[config.mk]
export PLATFORM = sky130hd
export DESIGN_NAME = sgr_delay
export DESIGN_NICKNAME = d
export VERILOG_FILES = /design/src/rtl/sgr_delay.sv
export SDC_FILE = /design/constraint.sdc
export NUM_CORES = 1
export LEC_CHECK = 0
export ABC_AREA = 1
export BUFFER_PORTS_ARGS = -buffer_cell sky130_fd_sc_hd__buf_4
export CORE_AREA = 2 2 51 53
export CTS_CLUSTER_DIAMETER = 150
export DETAILED_ROUTE_END_ITERATION = 10
export DIE_AREA = 0 0 53 55
export GPL_ROUTABILITY_DRIVEN = 0
export PLACE_DENSITY_LB_ADDON = 0.1
export SLEW_MARGIN = 20
export SYNTH_ARGS = -nofsm -noshare
export SYNTH_HDL_FRONTEND = slang
export SYNTH_SLANG_ARGS = --single-unit
[constraint.sdc]
create_clock -name clk -period 0.8 [get_ports clk]
set_input_delay 0.04 -clock clk [delete_from_list [all_inputs] [get_ports clk]]
set_output_delay 0.04 -clock clk [all_outputs]
set_load 0.05 [all_outputs]
[src/rtl/sgr_delay.sv]
`timescale 1ns / 1ps
// Fixed delay line that aligns the shorter arithmetic chain with the longer.
// Standalone.
module sgr_delay #(
  parameter int WIDTH = 32,
  parameter int DEPTH = 1
) (
  input  logic             clk,
  input  logic [WIDTH-1:0] din,
  output logic [WIDTH-1:0] dout
);

  generate
    if (DEPTH == 0) begin : g_none
      assign dout = din;
    end else begin : g_line
      logic [WIDTH-1:0] taps [0:DEPTH-1];
      always_ff @(posedge clk) begin
        taps[0] <= din;
        for (int i = 1; i < DEPTH; i++) begin
          taps[i] <= taps[i-1];
        end
      end
      assign dout = taps[DEPTH-1];
    end
  endgenerate

endmodule

After elaboration in Yosys (flattened, before gate mapping) --
Memory sizes are Yosys's and may differ from the RTL's. Index checks and enable logic that the tools add are counted.
Storage, ports and cells: memory bits (writable) 32, memories 1, word-level logic and storage cells 1, register bits after elaboration 0, input bits 33, output and inout port bits 32
Memories:
- g_line.taps | words 1, width 32, rd ports 1, clocked after memory_dff 0, write ports 1, RTL line 17 | logic [WIDTH-1:0] taps [0:DEPTH-1];

Longest topological paths before layout --
word-level depth 0, gate-level depth with buffers 0, gate-level depth less buffers 0

Least setup slack after synthesis --
OpenSTA, ideal clock, no wires.
path type reg2out, start mem g_line.taps[0][0], end out dout[0], arrival 587 ps, cell stages (with the launch flop) 1, required time 760 ps, slack 173 ps, cell sequence dfxtp_1
RTL lines:
- from (decl) | RTL line 17
- to (decl) | RTL line 10 | output logic [WIDTH-1:0] dout

==> results_dict.tcl <==
set metrics [dict create \
    vdd_drop_max_uv 1940 \
    grt_pass1_wl_um 2650 \
    ys_ff_latch 32 \
    cts_buffers 5 \
    required_ns 0.76 \
    drc 0 \
    fmax_ghz 1.16 \
    seqPwrFrac 0.497 \
    fin_crit_sh 1.08 \
    rsz0062_at_grt "true" \
    p_switching_mw 0.913 \
    nMultiInputCombCells 0 \
    post_cts_buffers 0 \
    largestRegisters "g_line.taps (32)" \
    cts.clk_slew.worst_paths_ns 0.09 \
    cpPeakStageDelay_ns 0.35 \
    dieWidth_um 53 \
    grt_pass1_vias 650 \
    synthToLayoutAreaGrowth_pct 182 \
    cts_sinks 32 \
    hold_path.class "primary input to flop" \
    multi_input_area_um2 0 \
    intPower_mw 2.61 \
    largest_reg_flops 32 \
    switching_share 0.259 \
    start_util 0.271 \
    critPathMaxFanout 1 \
    comb_power_share 0.225 \
    routedWlPerCell_um 11.5 \
    p_leak_nw 0.827 \
    finalHoldViolations 0 \
    via_per_inst 3.75 \
    grt-ovfl-total 0 \
    critPathBufInv 1 \
    num_vias 619 \
    grt_use_total 0.140 \
    cap_violations 0 \
    postRouteAntennaNets 0 \
    status "finished, violations left" \
    power_density_nw_per_um2 1950 \
    power_frac_clock 0.278 \
    final_cell_mix "dfxtp_2 (32), dlygate4sd3_1 (32), buf_4 (32)" \
    syn_avg_cell_area_um2 20.0 \
    maxSlewHeadroom 0.928 \
    hold_slack_ns 0.359 \
    slew_violations 0 \
    cp_top_family "flip-flops" \
    syn_inst 32 \
    final_nets 168 \
    regMostFlops "g_line.taps" \
    die_area_um2 2920 \
    final.min_clock_period_ns 0.862 \
    row_count 18 \
    first_iter_violations 3 \
    whs_path_depth 2 \
    cts_root_buf "clkbuf_4" \
    drive_gt1_frac 0.763 \
    ys_top_cells_by_area "dfxtp_1 (100%)" \
    port-buffer-count 64 \
    antenna_found_initial 0 \
    htreeDepth 2 \
    path_cells "buf_8" \
    clk_path_buf_depth 2 \
    netlist.area_leader.share 1.00 \
    grt_max_degree 10 \
    cp-end-kind "output pin" \
    routed_wl_um 1900 \
    syn-cell-area_um2 641 \
    critical_path_class "flop to output pin" \
    violations "negative setup slack" \
    cpMaxStageDelayCell "dfxtp_2" \
    syn-num-nets 65 \
    cp_num_cells 1 \
    yosysTopAreaCell "dfxtp_1" \
    die_y_um 55 \
    cts_tree "yes" \
    yosysWarnings 0 \
    io_pins 65 \
    synth-seq-area-share 1.00 \
    critPathArrivalTime_ns 0.82 \
    setup_viol 32 \
    setup_slack_ns -0.0618 \
    ys_types 1 \
    core_um2 2360 \
    crit_path_start_kind "flop" \
    worstMarginPinSlew_ns 0.109 \
    fin_tns_setup_ns -1.11 \
    dr.pass1.iters 2 \
    diodes 0 \
]
-- through the flow --
| stage | worst slack [ns] | cells | utilization | power, mW | cell area (um2) |
|---|---|---|---|---|---|
| 4_1_cts | -0.0619 | 165 | 0.740 | 3.50 | 1750 |
| 3_5_place_dp | 0.269 | 126 | 0.490 | 2.29 | 1160 |
| 5_1_grt | -0.0922 | 165 | 0.765 | 3.66 | 1810 |
| 3_3_place_gp | 0.282 | 126 | 0.490 | 2.29 | 1160 |
| 2_1_floorplan | 0.173 | 32 | - | 2.04 | 641 |
| 6_report | -0.0618 | 165 | 0.765 | 3.52 | 1810 |
-- per-layer routing --
| layer | vias up | GRT usage | routed length (um) |
|---|---|---|---|
| li1 | 304 | - | - |
| met1 | 261 | 0.103 | 531 |
| met2 | 48 | 0.242 | 1020 |
| met3 | 6 | 0.118 | 288 |
| met4 | 0 | 0.0897 | 61 |
| met5 | - | 0 | 0 |
-- cell families (layout without fill, tap and decap cells) --
group / after synthesis / count (layout) / share of synthesized area
buffers and inverters: 0 / 103 / 0
DFF: 32 / 32 / 1.00
-- synthesized netlist by cell type --
cell type	n
dfxtp_1	32
-- final cells by class --
class / count / area, um2
clock buffer: 7 / 65.1
fill: 142 / 556
sequential: 32 / 681
tap: 30 / 37.5
timing repair buffer: 96 / 1030
-- path summary, 6_finish.rpt --
path                                       from                    endpoint  slack (ns)
worst max-delay path  g_line.taps[0][3]$_DFF_P_                     dout[3]       -0.06
worst min-delay path                    din[17]  g_line.taps[0][17]$_DFF_P_        0.36
-- what timing repair did --
item,4_1_cts,5_1_grt
resized for setup,76,16
hold endpoints to repair,32,0
hold buffers,32,0
endpoints found under the setup margin,32,32
cloned,0,0
-- power groups by stage --
stage	Combinational (mW)	Clock [mW]	Sequential, mW
after CTS	0.757	1.01	1.74
after global routing	0.825	1.08	1.76
final	0.793	0.979	1.75
after floorplan	0	0	2.04
after detailed placement	0.555	0	1.74
after global placement	0.551	0	1.73
(Power assumes the default switching activity.)
