==> src/rtl/sgr_sqrt_cell.sv <==
`timescale 1ns / 1ps
// One digit-by-digit square root step: one root bit per cycle.
// Standalone; chained by the top level.
module sgr_sqrt_cell #(
  parameter int R = 32
) (
  input  logic           clk,
  input  logic [2*R-1:0] rad_in,
  input  logic [R+1:0]   rem_in,
  input  logic [R-1:0]   root_in,
  output logic [2*R-1:0] rad_out,
  output logic [R+1:0]   rem_out,
  output logic [R-1:0]   root_out
);

  logic [R+1:0] rem_sh;
  logic [R+1:0] trial;
  logic         ge;

  always_comb begin
    // bring down the next two radicand bits
    rem_sh = {rem_in[R-1:0], rad_in[2*R-1 -: 2]};
    trial  = {root_in, 2'b01};
    ge     = (rem_sh >= trial);
  end

  always_ff @(posedge clk) begin
    rad_out  <= {rad_in[2*R-3:0], 2'b00};
    rem_out  <= ge ? (rem_sh - trial) : rem_sh;
    root_out <= {root_in[R-2:0], ge};
  end

endmodule

==> config.mk <==
export PLATFORM = sky130hd
export DESIGN_NAME = sgr_sqrt_cell
export DESIGN_NICKNAME = d
export VERILOG_FILES = /design/src/rtl/sgr_sqrt_cell.sv
export SDC_FILE = /design/constraint.sdc
export NUM_CORES = 1
export LEC_CHECK = 0
export BUFFER_PORTS_ARGS = -buffer_cell sky130_fd_sc_hd__buf_4
export CAP_MARGIN = 20
export CORE_ASPECT_RATIO = 1.2
export CORE_UTILIZATION = 41
export DETAILED_ROUTE_END_ITERATION = 7
export HOLD_SLACK_MARGIN = 0.06
export PLACE_DENSITY = 0.77
export SYNTH_ARGS = -nofsm -noshare
export SYNTH_HDL_FRONTEND = slang
export SYNTH_SLANG_ARGS = --single-unit
export TNS_END_PERCENT = 20
==> constraint.sdc <==
create_clock -name clk -period 2.9 [get_ports clk]
set_input_delay 0.29 -clock clk [delete_from_list [all_inputs] [get_ports clk]]
set_output_delay 0.29 -clock clk [all_outputs]
set_load 0.005 [all_outputs]
======== Word level (Yosys, flattened, before mapping) ========
Index checks and enable logic that the tools add are counted.
storage, ports and cells
  flip-flop bits (word level) ............. 128
cells by class
  order comparisons ....................... 1
  mux-type cells .......................... 1
  add/subtract/negate cells ............... 1
operator list
  kind                  count
  >= comparator 34 bit  1
  two-way mux 34 bit    1
  subtractor 34 bit     1

======== Longest topological paths before layout ========
  depth after elaboration ................. 2
  mapped depth ............................ 14
  gate-level depth less buffers ........... 11

======== Least setup slack after synthesis ========
OpenSTA, ideal clock, no wires.
  path kind ............................... input-to-reg
  start ................................... in root_in[7]
  end ..................................... reg rem_out[25]
  data arrival time ....................... 2.651 ns
  cell stages on the path ................. 13
  slack ................................... 0.128 ns
  cell sequence ........................... inv_1 -> ha_1 -> nand3_2 -> nor4b_2 -> o31ai_2 -> a2111oi_4 -> o21ai_2 -> a21boi_4 -> nor2_4 -> inv_2 -> buf_6 -> buf_12 -> mux2_4
between the ends
  longest elaborated chain between the ends .. 2
  elaborated cells between the ends (all ways) .. 3
RTL lines
  item                  line  text
  start, declared       10    input logic [R-1:0] root_in,
  >= comparator 34 bit  24    ge = (rem_sh >= trial);
  net ge                18    logic ge;
  two-way mux 34 bit    29    rem_out <= ge ? (rem_sh - trial) : rem_sh;
  end signal, assigned  29
  end, declared         12    output logic [R+1:0] rem_out,
The timed path passes the listed nets, and every way through them passes these cells.

======== Worst setup path after layout ========
  start ................................... in root_in[19]
  end ..................................... reg rem_out[31]
between the ends
  longest elaborated chain between the ends .. 2
  elaborated cells between the ends (all ways) .. 3
RTL lines
  item                                                              line
  subtractor 34 bit / >= comparator 34 bit (equally long branches)  29, 24
  two-way mux 34 bit (*)                                            29
Mark *: on every way between the ends. The rest lies on a longest branch, timed or not.

==> results.md <==
Global route:
- Entering global routing, the biggest net connects 17 pins.
- The total congestion overflow after global routing is 0.
- Global routing used 32.9% of the available tracks across all layers.
- The first global-routing pass estimated 30400 um of wire.
- The initial antenna violation count is 1.
- The via count of the first global-routing pass is 5750.

Die:
- The starting utilization of the core area is 42.8%.
- The die outline width is 103 um.
- The vertical die dimension is 123 um.
- The floorplan step defined a die boundary enclosing 12700 um^2.
- In this run the standard cell core region covers 11700 um^2.
- The number of top-level design ports is 261.
- The number of standard-cell rows in the floorplan is 43.

Power and ir drop:
- The total power per unit cell area is 617 nW/um^2.
- Total power for the finished layout comes to 5.57 mW.
- Summed over all cells, the static leakage comes to 4.38 nW.
- The maximum VDD drop is 0.471 mV.

STA:
- The clock period minus worst slack is 2.79 ns.
- The number of pins exceeding their max-slew limit in the final report is 0.
- The transition time at the pin with the least slew margin is 0.577 ns.
- The worst pin sits at a relative slew slack of 61.5%.
- The final-report hold violation count is 0.
- The count of endpoints failing setup in the final report is 0.
- The timing-limited maximum frequency is 358 MHz.
- Of the available clock period, the critical path in the final layout requires 96.3%.

Clock tree:
- Clock tree synthesis found a total of 128 sinks.
- The maximum level of the CTS H-tree is 4.
- The CTS clock-pin slew for the worst setup and hold paths is 0.06 ns.
- The clock tree from TritonCTS is built.
- The tree is rooted in a clkbuf_16.
- The maximum number of buffers from clock root to sink is 2.
- The number of clock buffers inserted by TritonCTS is 17.

Worst setup path:
- The kind of cell with the highest combined delay along the critical path is compound AO/OA/AOI/OAI gates.
- The required time of the critical path is 3.21 ns.
- The combined buffer and inverter count along the critical path is 3.
- The arrival time at the worst endpoint is 3.10 ns.
- The critical path goes through dlygate4sd3_1 > buf_4 > inv_1 > ha_2 > and2_1 > and3_1 > a221o_1 > a221o_1 > o21a_1 > o21ai_2 > nand3_1 > a31o_2.
- The most common cell type on the critical path is a221o_1.
- The capturing element type of the critical path is a flip-flop.
- The largest individual stage delay along the critical path comes from the cell dlygate4sd3_1.
- The stage delay of the slowest cell on the critical path is 0.56 ns.
- STA classifies the critical path startpoint as an input port.
- By startpoint and endpoint, the worst setup path is classified as input port to flip-flop.
- The largest driver fanout on the critical path is 6.

Min path:
- The class of the tightest hold or removal check is input port to flip-flop.

Logic synthesis:
- In the synthesized netlist the dominant register cell turns out to be dfxtp_1.
- The number of distinct standard cells referenced by the synthesized netlist is 60.
- The area share of the largest cell type after synthesis is 51.0%.
- After technology mapping, the gate count stands at 477.
- Counting flops with a built-in enable in the synthesized netlist gives 0.
- The mean instance size in the synthesized netlist is 10.5 um^2.
- After synthesis, the share of flip-flops with an asynchronous set or reset is 0%.
- The post-synthesis register bit count is 128.
- The library cell with the highest instance count after synthesis is dfxtp_1.
- Summing every instance area after synthesis gives 5020 um^2.
- Sequential elements use 51.0% of the synthesized area.
- In the post-synthesis netlist, the biggest area contributors are dfxtp_1 51%, ha_1 8.5%, mux2_2 4.3%, a21oi_1 3.9%, inv_1 3.1%.
- The total of warnings raised by yosys is 0.
- The library cell with the largest summed area after synthesis is dfxtp_1.
- Counting instances in the post-synthesis netlist gives the leading cell types as 128 x dfxtp_1, 41 x inv_1, 39 x a21oi_1.

Finish:
- The layout cell share with drive strength beyond 1 is 42.0%.
- The area added between synthesis and finish is 79.8%.
- The number of fillers in the final layout is 743.
- The final non-filler cell area is 9030 um^2.
- At the end of the flow, the number of nets in the layout was 1042.

Drt:
- The final route contains 5378 vias.
- The routed via count divided by cell count is 5.14.
- The number of remaining DRC errors is 0.
- The routed length per placed instance is 20.0 um.
- The first detailed-routing pass ran for 7 iterations.
- The count of routing violations after the opening detailed-route iteration is 243.
- The detail route stage leaves a number of antenna-violating nets equal to 0.
- The total length of routed wires is 20900 um.

Place:
- Summed over all nets, the half-perimeter wirelength after detailed placement is 12700 um.
- During placement, the flow inserted port buffers numbering 256.
- Summing all placed instances gives a cell area of 7390 um^2.
- The placer congestion estimate is 0.876.

Run:
- The count of max-cap constraint violations is 0.

Run status:
- The flow ran to the end, and the final reports show no timing, DRC or antenna violations.
per-layer routing:
| metal | global-route usage (%) | wire length, um | part of all wire [%] |
|---|---|---|---|
| met1 | 32.4 | 7550 | 36 |
| met2 | 59.0 | 10800 | 52 |
| met3 | 9.44 | 1290 | 6.2 |
| met4 | 21.9 | 1200 | 5.8 |
| met5 | 0 | 12 | 0.057 |
registers in the layout, indices dropped and copies added (netlist names):
| register | flops |
|---|---|
| rad_out | 62 |
| rem_out | 34 |
| root_out | 32 |
layout by cell type (no fill, tap or decap), drive strengths merged, types with 5 or more instances in the layout:
| cell type | count |
|---|---|
| nand3 | 15 |
| o21a | 7 |
| mux2 | 22 |
| clkbuf | 18 |
| o21ai | 24 |
| a21oi | 39 |
| xor2 | 10 |
| xnor2 | 17 |
| inv | 45 |
| dlygate4sd3 | 93 |
| ha | 34 |
| nor2 | 18 |
| buf | 295 |
| a21o | 17 |
| nand2 | 21 |
| and3 | 8 |
| dfxtp | 128 |
| clkinv | 5 |
| nor3 | 12 |
power breakdown:
part | leakage [nW] | internal (mW) | switching (mW) | total (mW)
Clock | 0.302 | 1.45 | 0.896 | 2.35
Sequential | 1.08 | 1.92 | 0.0573 | 1.97
Combinational | 3.00 | 0.699 | 0.549 | 1.25
repair_timing:
item,in CTS,in global routing
resized for setup,0,15
setup endpoints to repair,0,25
endpoints found under the hold margin,93,0
hold buffers,93,0
buffers inserted,0,0
cell type report:
type	instances	area [um^2]	share of cell area (%)
timing repair buffer	389	3200	35.4
sequential	128	2560	28.4
multi-input combinational	299	2280	25.3
clock buffer	17	425	4.71
clock inverter	14	208	2.30
tap	157	196	2.17
inverter	42	160	1.77
antenna	1	2.50	0.0277
cells by family (layout without fill, tap and decap cells):
logic type      after synthesis  count (layout)  share of synthesized area (%)
other cells                   1               3                         0.0746
simple gates                 90              90                           9.34
mux                          22              22                           5.16
compound gates              124             124                           16.7
fa+ha+maj                    34              34                           8.47
buf+inv                      51             462                           4.53
xor+xnor                     27              27                           4.71
flops                       128             128                           51.0
stage by stage:
step	setup WS (ns)	utilization (%)	hold slack, ns	setup TNS, ns	cells
2_1_floorplan	0.128	-	0.318	0	478
3_3_place_gp	-0.171	63.0	0.395	-0.330	921
3_5_place_dp	-0.117	63.0	0.396	-1.15	921
4_1_cts	0.0115	76.4	0.0836	0	1045
5_1_grt	-0.00316	77.0	0.0843	-0.00354	1046
6_report	0.107	77.0	0.0897	0	1047
path summary, 6_finish.rpt:
| path | from | end | slack (ns) | cells after the start |
|---|---|---|---|---|
| worst max-delay path | root_in[19] | rem_out[31]$_DFF_P_ | 0.11 | 12 |
| worst min-delay path | rem_in[26] | rem_out[28]$_DFF_P_ | 0.09 | 2 |
Note: power is estimated with default switching activity, not from simulation.
