[src/rtl/sgr_div_cell.sv]
`timescale 1ns / 1ps
// One restoring division step: produces one quotient bit per cycle.
// Standalone; chained by the top level.
module sgr_div_cell #(
  parameter int REM_W = 64,
  parameter int QW    = 63
) (
  input  logic             clk,
  input  logic [REM_W-1:0] den_in,
  input  logic [REM_W-1:0] rem_in,
  input  logic [QW-1:0]    q_in,
  output logic [REM_W-1:0] den_out,
  output logic [REM_W-1:0] rem_out,
  output logic [QW-1:0]    q_out
);

  logic [REM_W:0] rem_sh;
  logic [REM_W:0] diff;
  logic           ge;

  always_comb begin
    rem_sh = {rem_in, 1'b0};
    diff   = rem_sh - {1'b0, den_in};
    ge     = (rem_sh >= {1'b0, den_in});
  end

  always_ff @(posedge clk) begin
    den_out <= den_in;
    rem_out <= ge ? diff[REM_W-1:0] : rem_sh[REM_W-1:0];
    q_out   <= {q_in[QW-2:0], ge};
  end

endmodule

[config.mk]
export PLATFORM = sky130hd
export DESIGN_NAME = sgr_div_cell
export DESIGN_NICKNAME = d
export VERILOG_FILES = /design/src/rtl/sgr_div_cell.sv
export SDC_FILE = /design/constraint.sdc
export NUM_CORES = 1
export LEC_CHECK = 0
export BUFFER_PORTS_ARGS = -buffer_cell sky130_fd_sc_hd__buf_2
export CAP_MARGIN = 25
export CELL_PAD_IN_SITES_DETAIL_PLACEMENT = 0
export CELL_PAD_IN_SITES_GLOBAL_PLACEMENT = 1
export CORE_UTILIZATION = 35
export CTS_CLUSTER_DIAMETER = 50
export DETAILED_ROUTE_END_ITERATION = 12
export PLACE_DENSITY_LB_ADDON = 0.1
export SYNTH_ARGS = -nofsm -noshare
export SYNTH_HDL_FRONTEND = slang
export SYNTH_SLANG_ARGS = --single-unit
[constraint.sdc]
create_clock -name clk -period 4.2 [get_ports clk]
set_input_delay 0.63 -clock clk [delete_from_list [all_inputs] [get_ports clk]]
set_output_delay 0.63 -clock clk [all_outputs]
set_load 0.1 [all_outputs]
-- Word level (Yosys, flattened, before mapping)
Index checks and enable logic that the tools add are counted.
- word-level logic and storage cells: 7
- output and inout bits: 191
- bits of input ports: 192
- flip-flop bits (word level): 191
- order comparisons: 1
- multiplexer cells: 1
- $add $sub $neg: 1
- operators with widths (cell ; count):
    >= comparator 65 x 64 -> 1 bit ; 1
    two-way mux 64 bit ; 1
    subtractor 64 bit ; 1

-- Longest topological paths before layout
Gate-level depths: netlist of the first run.
- depth in word-level cells: 2
- depth in mapped cells: 15
- mapped depth without buffers: 12

-- Worst setup path after synthesis of the first run
Ideal clock, no wire load.
- path type: input -> register
- start point: input port den_in[26]
- end point: register rem_out[16]
- arrival: 3322 ps
- stages on the path: 15
- setup time: 121 ps
- setup slack: 757 ps
- required time: 4079 ps
- buffers on the path: 3
- path through: inv_1 -> ha_1 -> buf_6 -> a21o_1 -> a21o_1 -> a21oi_2 -> nor3_1 -> or4_4 -> o211ai_2 -> a21oi_2 -> a31oi_4 -> o211ai_2 -> buf_6 -> buf_12 -> mux2_4
- cells in the longest elaborated chain, start to end: 2
- ends and longest elaborated chain (item ; RTL line ; source):
    start, declared ; 9 ; input logic [REM_W-1:0] den_in,
    >= comparator 65 x 64 -> 1 bit ; 24 ; ge = (rem_sh >= {1'b0, den_in});
    two-way mux 64 bit ; 29 ; rem_out <= ge ? diff[REM_W-1:0] : rem_sh[REM_W-1:0];
    end signal, assigned ; 29 ;
    end, declared ; 13 ; output logic [REM_W-1:0] rem_out,
No other way between the ends.
A chain may end at the register's enable or synchronous reset.

-- Worst setup path in the final report of the first run
- start point: input port den_in[4]
- end point: register rem_out[63]
- cells in the longest elaborated chain, start to end: 2
- elaborated cells between the ends (all ways): 3
- classes of those cells: 1 x add/sub; 1 x order compare; 1 x mux
- ends and longest elaborated chain (item ; RTL line):
    subtractor 64 bit or >= comparator 65 x 64 -> 1 bit (tied branches) ; 23, 24
    two-way mux 64 bit (*) ; 29
Mark *: on every way between the ends. The rest lies on a longest branch, timed or not.

==> out/metrics.yaml, run 1 <==
grt.overflow.total: 0
fin_crit_sh_pct: 87.0
fp.dieArea_um2: 26200
via_per_inst: 4.73
die_height_um: 162
drv_cap: 0
postSynth.asyncResetShare_pct: 0
peakVddDrop_mv: 0.352
hold_depth: 1
dieWidth_um: 162
ys.flop_type: "dfxtp_1"
globalRouteTotalUtil_pct: 20.6
arrival_ns: 3.98
dp_hpwl_um: 22800
core.rowCount: 58
drt_drc_violations_left: 0
postCtsSetupRepairBufs: 0
synth-simple-area-share_pct: 9.82
critical_path.cell_chain: "buf_2 -> inv_1 -> ha_1 -> nand3_1 -> o21bai_4 -> a2111oi_0 -> o31ai_1 -> buf_4 -> a41oi_1 -> a31oi_2 -> o21ai_1 -> a311oi_1 -> xnor2_1 -> mux2_1"
cts_tree: "yes"
avgSynthCellArea_um2: 9.97
highest_layer: "met4"
p_per_area_nw_per_um2: 544
rsz0062_at_grt: "no"
firstDrtPassIters: 5
cts-resized-gates: 0
cp_slowest_cell: "a2111oi_0"
synthAdderAreaFrac_pct: 9.18
grt_pass1_wl_um: 41400
syn2layout_area_growth_pct: 32.6
hold_class: "in -> reg"
syn_nets: 1154
critPathLaunchType: "input port"
swShare_pct: 46.3
synth_edf_count: 0
synth.distinct_cells: 68
clockBufferDepth: 2
crit_required_ns: 4.52
cts-root-buf: "clkbuf_16"
wl_per_cell_um: 16.8
grt_start_max_net_pins: 27
ys_seq_elements: 191
cts_sinks: 191
crit_path_max_fanout: 5
final_cell_mix: "buf_2 (381), dfxtp_1 (191), inv_1 (89)"
numCtsBuffers: 17
vias: 7688
grt_pass1_vias: 7694
synth_cells: 897
io_buffers: 381
leakage_nw: 6.04
synth.mux.area_fraction_pct: 9.83
setup-tns-final_ns: 0
synth_compound_area_share_pct: 16.5
wl_met1_um: 11200
pin_count: 383
power_switching_mw: 2.99
wl_met2_um: 14100
synth_top_family_by_area: "compound AO/OA/AOI/OAI gates"
final_common_cell: "buf_2"
maxSlewViolCount: 0
antenna_found_initial: 3
nNetsFinal: 1537
start_util_pct: 35.6
status: "complete, no violations"
syn_area_um2: 8940
drt_wl_total_um: 27400
p_seq_share_pct: 31.9
pre_cts_slack_ns: 0.0652
core_area_um2: 25100
clock_power_share_pct: 26.3
timing.fmax_mhz: 274
hold_viol_final: 0
crit_type: "in -> reg"
worstMarginPinSlew_ns: 0.660
hold_buffers: 0
pwr-share-comb_pct: 41.8
drtAntennaViolNets: 0
wl_met3_um: 1600
clk_pin_slew_worst_paths_ns: 0.09
setup_viol: 0
ys_warn_count: 0
endpoint_kind: "flip-flop"
synth_xor_area_share_pct: 5.58
critPathMaxStageDelay_ns: 0.65
relSlewSlack_pct: 54.8
first_iter_violations: 334
place.gp.congestion: 0.853
period_needed_ns: 3.65
setup_slack_ns: 0.546
intPower_mw: 3.47
yosysSeqAreaShare_pct: 42.7
htreeDepth: 4
layout-drive-gt1-share_pct: 39.1
==> path summary, 6_finish.rpt <==
path                  end       from
max   rem_out[63]$_DFF_P_  den_in[4]
min     q_out[43]$_DFF_P_   q_in[42]
==> cells by family (layout without fill, tap and decap cells) <==
kind of cell,Yosys count,count (layout)
xor gates and xnor gates,57,57
other,0,2
AOI/OAI and AO/OA,224,224
buffers and inverters,123,519
and+or+nand+nor,174,174
DFF,191,191
adders and majority gates,65,65
muxes,63,63
==> worst max-delay path, delay by kind of cell <==
kind            cells  cell delay (ns)
xor+xnor            1             0.15
mux                 1             0.28
compound gates      7             2.13
buf+inv             3             0.29
fa+ha+maj           1             0.37
simple gates        1             0.11
==> metrics by stage <==
| stage | cells | power [mW] | cell area (um^2) | utilization, % | hold WS (ns) |
|---|---|---|---|---|---|
| after global routing | 1623 | 6.73 | 11900 | 47.2 | 0.254 |
| after CTS | 1623 | 6.53 | 11900 | 47.2 | 0.266 |
| after floorplan | 897 | 4.30 | 8940 | - | 0.658 |
| after detailed placement | 1591 | 4.81 | 11200 | 44.8 | 0.734 |
| final | 1625 | 6.46 | 11900 | 47.2 | 0.281 |
| after global placement | 1591 | 4.81 | 11200 | 44.8 | 0.733 |
==> state kept, by name, summed over array words and instances, names as in the netlist <==
register  cells
den_out      64
rem_out      64
q_out        63
==> final cells by class <==
class                   count  area, um^2
fillers                  2586       13300
clock inverters            15         185
clock buffers              17         425
multi-input cells         583        4560
inverters                  90         338
well taps                 330         413
flip-flops and latches    191        3820
diodes                      2        5.00
repair buffers            397        2100
==> Yosys cell counts (all sizes together), types with 2 or more instances <==
library cell,count,area [um^2]
mux2i,2,20.0
o21ai,38,190
and4,2,17.5
mux2,61,860
a31oi,14,109
a211oi,7,57.6
nor4,5,31.3
a21boi,4,30.0
nand2b,4,25.0
a41oi,2,17.5
nand4,21,131
o22ai,2,12.5
o221ai,2,17.5
o21bai,16,131
nor2b,8,50.1
xnor2,39,342
nand2,50,188
nor3,9,45.0
o21a,6,45.0
buf,13,153
or3,3,18.8
clkbuf,20,75.1
or4,4,33.8
and2,5,31.3
a2111oi,2,23.8
and3,7,43.8
a221oi,2,17.5
or2,4,25.0
a21o,31,233
nand3,14,70.1
xor2,18,158
ha,64,801
inv,90,338
a22oi,2,15.0
o211ai,7,62.6
dfxtp,191,3820
nor2,33,124
o31ai,6,45.0
a21oi,74,385
==> metal layers <==
| metal | global-route usage [%] | vias to the layer above |
|---|---|---|
| met5 | 0 | - |
| met4 | 6.39 | 0 |
| met3 | 4.21 | 20 |
| met2 | 38.4 | 259 |
| met1 | 23.4 | 3507 |
| li1 | - | 3902 |
==> power groups by stage <==
stage          Clock [mW]  Sequential (mW)  Combinational (mW)
6_report             1.70             2.06                2.70
5_1_grt              1.83             2.08                2.82
2_1_floorplan           0             3.57               0.736
3_3_place_gp            0             2.10                2.71
4_1_cts              1.75             2.06                2.71
3_5_place_dp            0             2.11                2.71
No activity file was read; power rests on OpenSTA's default activity.
==> run 2, diff against run 1 <==
--- a/config.mk
+++ b/config.mk
@@ -12,7 +12,7 @@
 export CORE_UTILIZATION = 35
 export CTS_CLUSTER_DIAMETER = 50
 export DETAILED_ROUTE_END_ITERATION = 12
-export PLACE_DENSITY_LB_ADDON = 0.1
+export PLACE_DENSITY = 0.92
 export SYNTH_ARGS = -nofsm -noshare
 export SYNTH_HDL_FRONTEND = slang
 export SYNTH_SLANG_ARGS = --single-unit
==> constraint.sdc (replaced) <==
create_clock -name clk -period 3.85 [get_ports clk]
set_input_delay 0.5775 -clock clk [delete_from_list [all_inputs] [get_ports clk]]
set_output_delay 0.5775 -clock clk [all_outputs]
set_load 0.1 [all_outputs]
==> run 2 against run 1 <==
Effect of this change: clock-buffer cell count grew 1; critical path type unchanged; cell count is 3.0% higher; largest cell class unchanged; sequential share of layout area shrank 0.88 points; non-clock buffer count rose by 47; flip-flop and latch count stayed put; sequential power increased by 9%; first-iteration DRC count is 7.5% higher; combinational power rose by 11%; core utilization is 1.3 points higher; wire length is 0.43% lower; worst hold slack got worse by 0.050 ns; die area is the same; largest power group unchanged.
==> out/metrics.yaml, run 2 (synthesized netlist as in run 1, its figures left out) <==
wl_per_cell_um: 16.3
hold_class: "in -> reg"
clk_pin_slew_worst_paths_ns: 0.09
cpMostUsedCell: "buf_4"
place.gp.congestion: 0.908
rsz0062_at_grt: "no"
crit_type: "in -> reg"
period_needed_ns: 3.55
antenna_found_initial: 6
setup_slack_ns: 0.295
whs_ns: 0.232
critical_path.cell_chain: "buf_2 -> inv_1 -> ha_1 -> nand3_1 -> o21bai_4 -> a211oi_2 -> o211ai_1 -> a2111oi_2 -> buf_4 -> o211ai_2 -> a21oi_2 -> a31oi_4 -> o211ai_4 -> buf_4 -> mux2_2"
cts_tree: "yes"
hold_viol_final: 0
top_regs: "den_out (64), rem_out (64), q_out (63)"
p_seq_share_pct: 31.8
grt.overflow.total: 0
cts-resized-gates: 0
crit_path_max_fanout: 15
regArea_um2: 3820
wl_met2_um: 14200
htreeDepth: 4
timing.fmax_mhz: 281
swShare_pct: 45.9
worstMarginPinSlew_ns: 0.555
arrival_ns: 3.88
grt_pass1_wl_um: 41400
clockBufferDepth: 2
intPower_mw: 3.83
pre_cts_slack_ns: -0.163
fin_crit_sh_pct: 92.3
min_from: "q_in[15]"
wl_met3_um: 1460
endpoint_kind: "flip-flop"
fp.dieArea_um2: 26200
clock_power_share_pct: 25.7
maxSlewViolCount: 0
hold-path-endpoint: "q_out[16]$_DFF_P_"
hold_depth: 1
core_area_um2: 25100
finalInstanceArea_um2: 12200
drv_cap: 0
drt_drc_violations_left: 0
critPathLaunchType: "input port"
core.rowCount: 58
dp_hpwl_um: 22600
nNetsFinal: 1584
cts_sinks: 191
firstDrtPassIters: 5
highest_layer: "met5"
pwr-share-comb_pct: 42.6
start_util_pct: 35.6
crit_required_ns: 4.18
power_switching_mw: 3.25
grt_pass1_vias: 8108
grt_start_max_net_pins: 22
syn2layout_area_growth_pct: 36.3
final_cell_mix: "buf_2 (381), dfxtp_1 (191), inv_1 (89)"
pin_count: 383
globalRouteTotalUtil_pct: 20.2
status: "complete, no violations"
cts-root-buf: "clkbuf_16"
die_height_um: 162
layout-drive-gt1-share_pct: 41.2
multiInputGateArea_um2: 4560
wl_met1_um: 10900
worst-path-buf-inv: 4
final_common_cell: "buf_2"
p_per_area_nw_per_um2: 580
first_iter_violations: 359
leakage_nw: 6.25
hold_buffers: 0
via_per_inst: 4.85
fin_util_pct: 48.5
cp_slowest_cell: "a2111oi_2"
peakVddDrop_mv: 0.305
fillerInstances: 2438
postCtsSetupRepairBufs: 0
io_buffers: 381
critPathMaxStageDelay_ns: 0.39
vias: 8119
setup_viol: 0
setup-tns-final_ns: 0
numCtsBuffers: 17
crit_family: "compound AO/OA/AOI/OAI gates"
placed_cell_area_um2: 11600
drt_wl_total_um: 27300
drtAntennaViolNets: 0
relSlewSlack_pct: 63.3
dieWidth_um: 162
## run 2: cell types whose count changed in the layout (fill, tap and decap cells not counted)
cell      previous run  this run
diode_2              2         4
inv_8                5         3
buf_4               10        59
inv_12               2         1
clkbuf_1             0         1
clkinv_4             1         0
buf_12               6         4
clkinv_8             4         6
inv_6                2         4
clkinv_2             1         0
## run 2: cell type report
type | instances | area share (%)
Multi-Input combinational cell | 583 | 37.4
Sequential cell | 191 | 31.4
Timing Repair Buffer | 444 | 19.9
Clock buffer | 18 | 3.52
Tap cell | 330 | 3.39
Inverter | 90 | 2.77
Clock inverter | 14 | 1.50
Antenna cell | 4 | 0.0821
## run 2: layer usage
metal / GRT usage (%) / vias to the layer above
li1: - / 4001
met1: 22.1 / 3772
met2: 38.1 / 304
met3: 3.60 / 38
met4: 8.02 / 4
met5: 0 / -
## run 2: power by group through the flow
stage / sequential [mW] / combinational, mW / clock, mW
after floorplan: 3.89 / 0.803 / 0
after global routing: 2.27 / 3.14 / 1.95
after global placement: 2.29 / 2.99 / 0
after detailed placement: 2.30 / 3.01 / 0
after CTS: 2.25 / 3.02 / 1.88
final: 2.25 / 3.01 / 1.82
## run 2: worst max path at each step
stage | startpoint | endpoint | slack (ns) | cells after the start
floorplan | den_in[26] | rem_out[16]$_DFF_P_ | 0.46 | 15
detailed placement | den_in[4] | rem_out[4]$_DFF_P_ | -0.16 | 15
finish | den_in[4] | rem_out[4]$_DFF_P_ | 0.30 | 15
global route | den_in[4] | rem_out[4]$_DFF_P_ | 0.13 | 15
CTS | den_in[4] | rem_out[4]$_DFF_P_ | 0.30 | 15
global placement | den_in[4] | rem_out[4]$_DFF_P_ | -0.09 | 15
## run 2: per-stage QoR
step	power, mW	std cells
after floorplan	4.69	897
after global placement	5.28	1638
after detailed placement	5.30	1638
after CTS	7.14	1670
after global routing	7.36	1674
final	7.08	1674
==> run 3, diff against run 2 <==
==> constraint.sdc (replaced) <==
create_clock -name clk -period 3.85 [get_ports clk]
set_input_delay 0.1925 -clock clk [delete_from_list [all_inputs] [get_ports clk]]
set_output_delay 0.1925 -clock clk [all_outputs]
set_load 0.1 [all_outputs]
==> run 3 against run 2 <==
Effect of this change: worst hold slack got worse by 0.22 ns; power about the same; sequential power about the same; non-clock buffer count up 101; die area is the same; cell count grew 6.0%; critical path type unchanged.
==> out/metrics.yaml, run 3 (synthesized netlist as in run 1, its figures left out) <==
status: "complete, no violations"
final_cell_mix: "buf_2 (381), dfxtp_1 (191), dlygate4sd3_1 (153)"
critPathMaxStageDelay_ns: 0.53
dp.cells: 1586
grt_pass1_vias: 8806
grt.overflow.total: 0
top_regs: "den_out (64), rem_out (64), q_out (63)"
placed_cell_area_um2: 11100
vias: 8572
intPower_mw: 3.84
setup_viol: 0
io_buffers: 381
first_iter_violations: 457
htreeDepth: 4
critical_path.cell_chain: "dlygate4sd3_1 -> buf_2 -> inv_1 -> ha_1 -> nand3_1 -> o21bai_4 -> a211oi_2 -> o211ai_1 -> a2111oi_4 -> o211ai_2 -> a21oi_2 -> a31oi_4 -> o211ai_4 -> buf_12 -> mux2_2"
pwr-share-comb_pct: 43.4
swShare_pct: 45.7
hold-path-endpoint: "rem_out[13]$_DFF_P_"
endpoint_kind: "flip-flop"
place.gp.congestion: 0.915
critPathLaunchType: "input port"
min_from: "rem_in[12]"
start_util_pct: 35.6
fin_crit_sh_pct: 97.1
cts-root-buf: "clkbuf_16"
cp_slowest_cell: "a2111oi_4"
core.rowCount: 58
relSlewSlack_pct: 55.1
total_power_mw: 7.08
antenna_found_initial: 5
final_common_cell: "buf_2"
clock_power_share_pct: 24.8
fin_cells: 1774
drv_cap: 0
hold_viol_final: 0
finalInstanceArea_um2: 13300
crit_required_ns: 4.17
crit_path_max_fanout: 28
globalRouteTotalUtil_pct: 21.8
period_needed_ns: 3.74
fp.dieArea_um2: 26200
hold_depth: 2
cts_tree: "yes"
drt_wl_total_um: 29400
dieWidth_um: 162
maxSlewViolCount: 0
whs_ns: 0.0131
drtAntennaViolNets: 0
die_height_um: 162
clockBufferDepth: 2
nNetsFinal: 1685
power_switching_mw: 3.24
dp_hpwl_um: 21900
worst-path-buf-inv: 4
wl_per_cell_um: 16.6
arrival_ns: 4.06
numCtsBuffers: 17
clk_pin_slew_worst_paths_ns: 0.07
leakage_nw: 6.62
core_area_um2: 25100
firstDrtPassIters: 7
setup-tns-final_ns: 0
crit_family: "compound AO/OA/AOI/OAI gates"
peakVddDrop_mv: 0.300
drt_drc_violations_left: 0
crit_type: "in -> reg"
cts_sinks: 191
p_seq_share_pct: 31.8
p_per_area_nw_per_um2: 533
syn2layout_area_growth_pct: 48.5
worstMarginPinSlew_ns: 0.656
hold_class: "in -> reg"
pin_count: 383
via_per_inst: 4.83
grt_pass1_wl_um: 44700
layout-drive-gt1-share_pct: 35.0
grt_start_max_net_pins: 29
timing.fmax_mhz: 267
run 3: how the worst max path moves through the flow:
stage,startpoint,to,slack [ns],cells after the start
floorplan,den_in[26],rem_out[16]$_DFF_P_,0.84,15
global placement,den_in[3],rem_out[4]$_DFF_P_,0.14,14
detailed placement,den_in[1],rem_out[6]$_DFF_P_,0.08,14
CTS,den_in[2],rem_out[5]$_DFF_P_,0.01,15
global route,den_in[15],rem_out[12]$_DFF_P_,-0.03,15
finish,den_in[2],rem_out[12]$_DFF_P_,0.11,15
run 3: layout make-up:
type                    count  area [um^2]
diodes                      4         10.0
clock buffers              17          425
fillers                  2221        11800
multi-input cells         583         4600
well taps                 330          413
clock inverters            14          141
inverters                  90          338
repair buffers            545         3540
flip-flops and latches    191         3820
run 3: repair_timing:
action	CTS	global route
endpoints found under the setup margin	0	56
gates resized for setup	0	7
hold buffers	151	2
hold endpoints to repair	151	2
setup buffers	0	0
run 3: per-layer routing:
metal	part of all wire (%)	GRT usage [%]	wire length, um
met1	40	23.6	11700
met2	51	40.3	14900
met3	5.4	3.98	1590
met4	4.2	11.1	1230
met5	0.037	0	11
run 3: power groups by stage:
stage / clock, mW / sequential (mW) / combinational (mW)
global route: 1.88 / 2.27 / 3.20
floorplan: 0 / 3.89 / 0.803
detailed placement: 0 / 2.29 / 2.93
finish: 1.76 / 2.25 / 3.07
CTS: 1.80 / 2.25 / 3.06
global placement: 0 / 2.30 / 2.91
run 3: per-stage QoR:
step                worst slack, ns  util, %
floorplan                     0.845        -
global placement              0.141     44.4
detailed placement           0.0762     44.4
CTS                          0.0113     52.6
global route                -0.0295     52.9
finish                        0.111     52.9
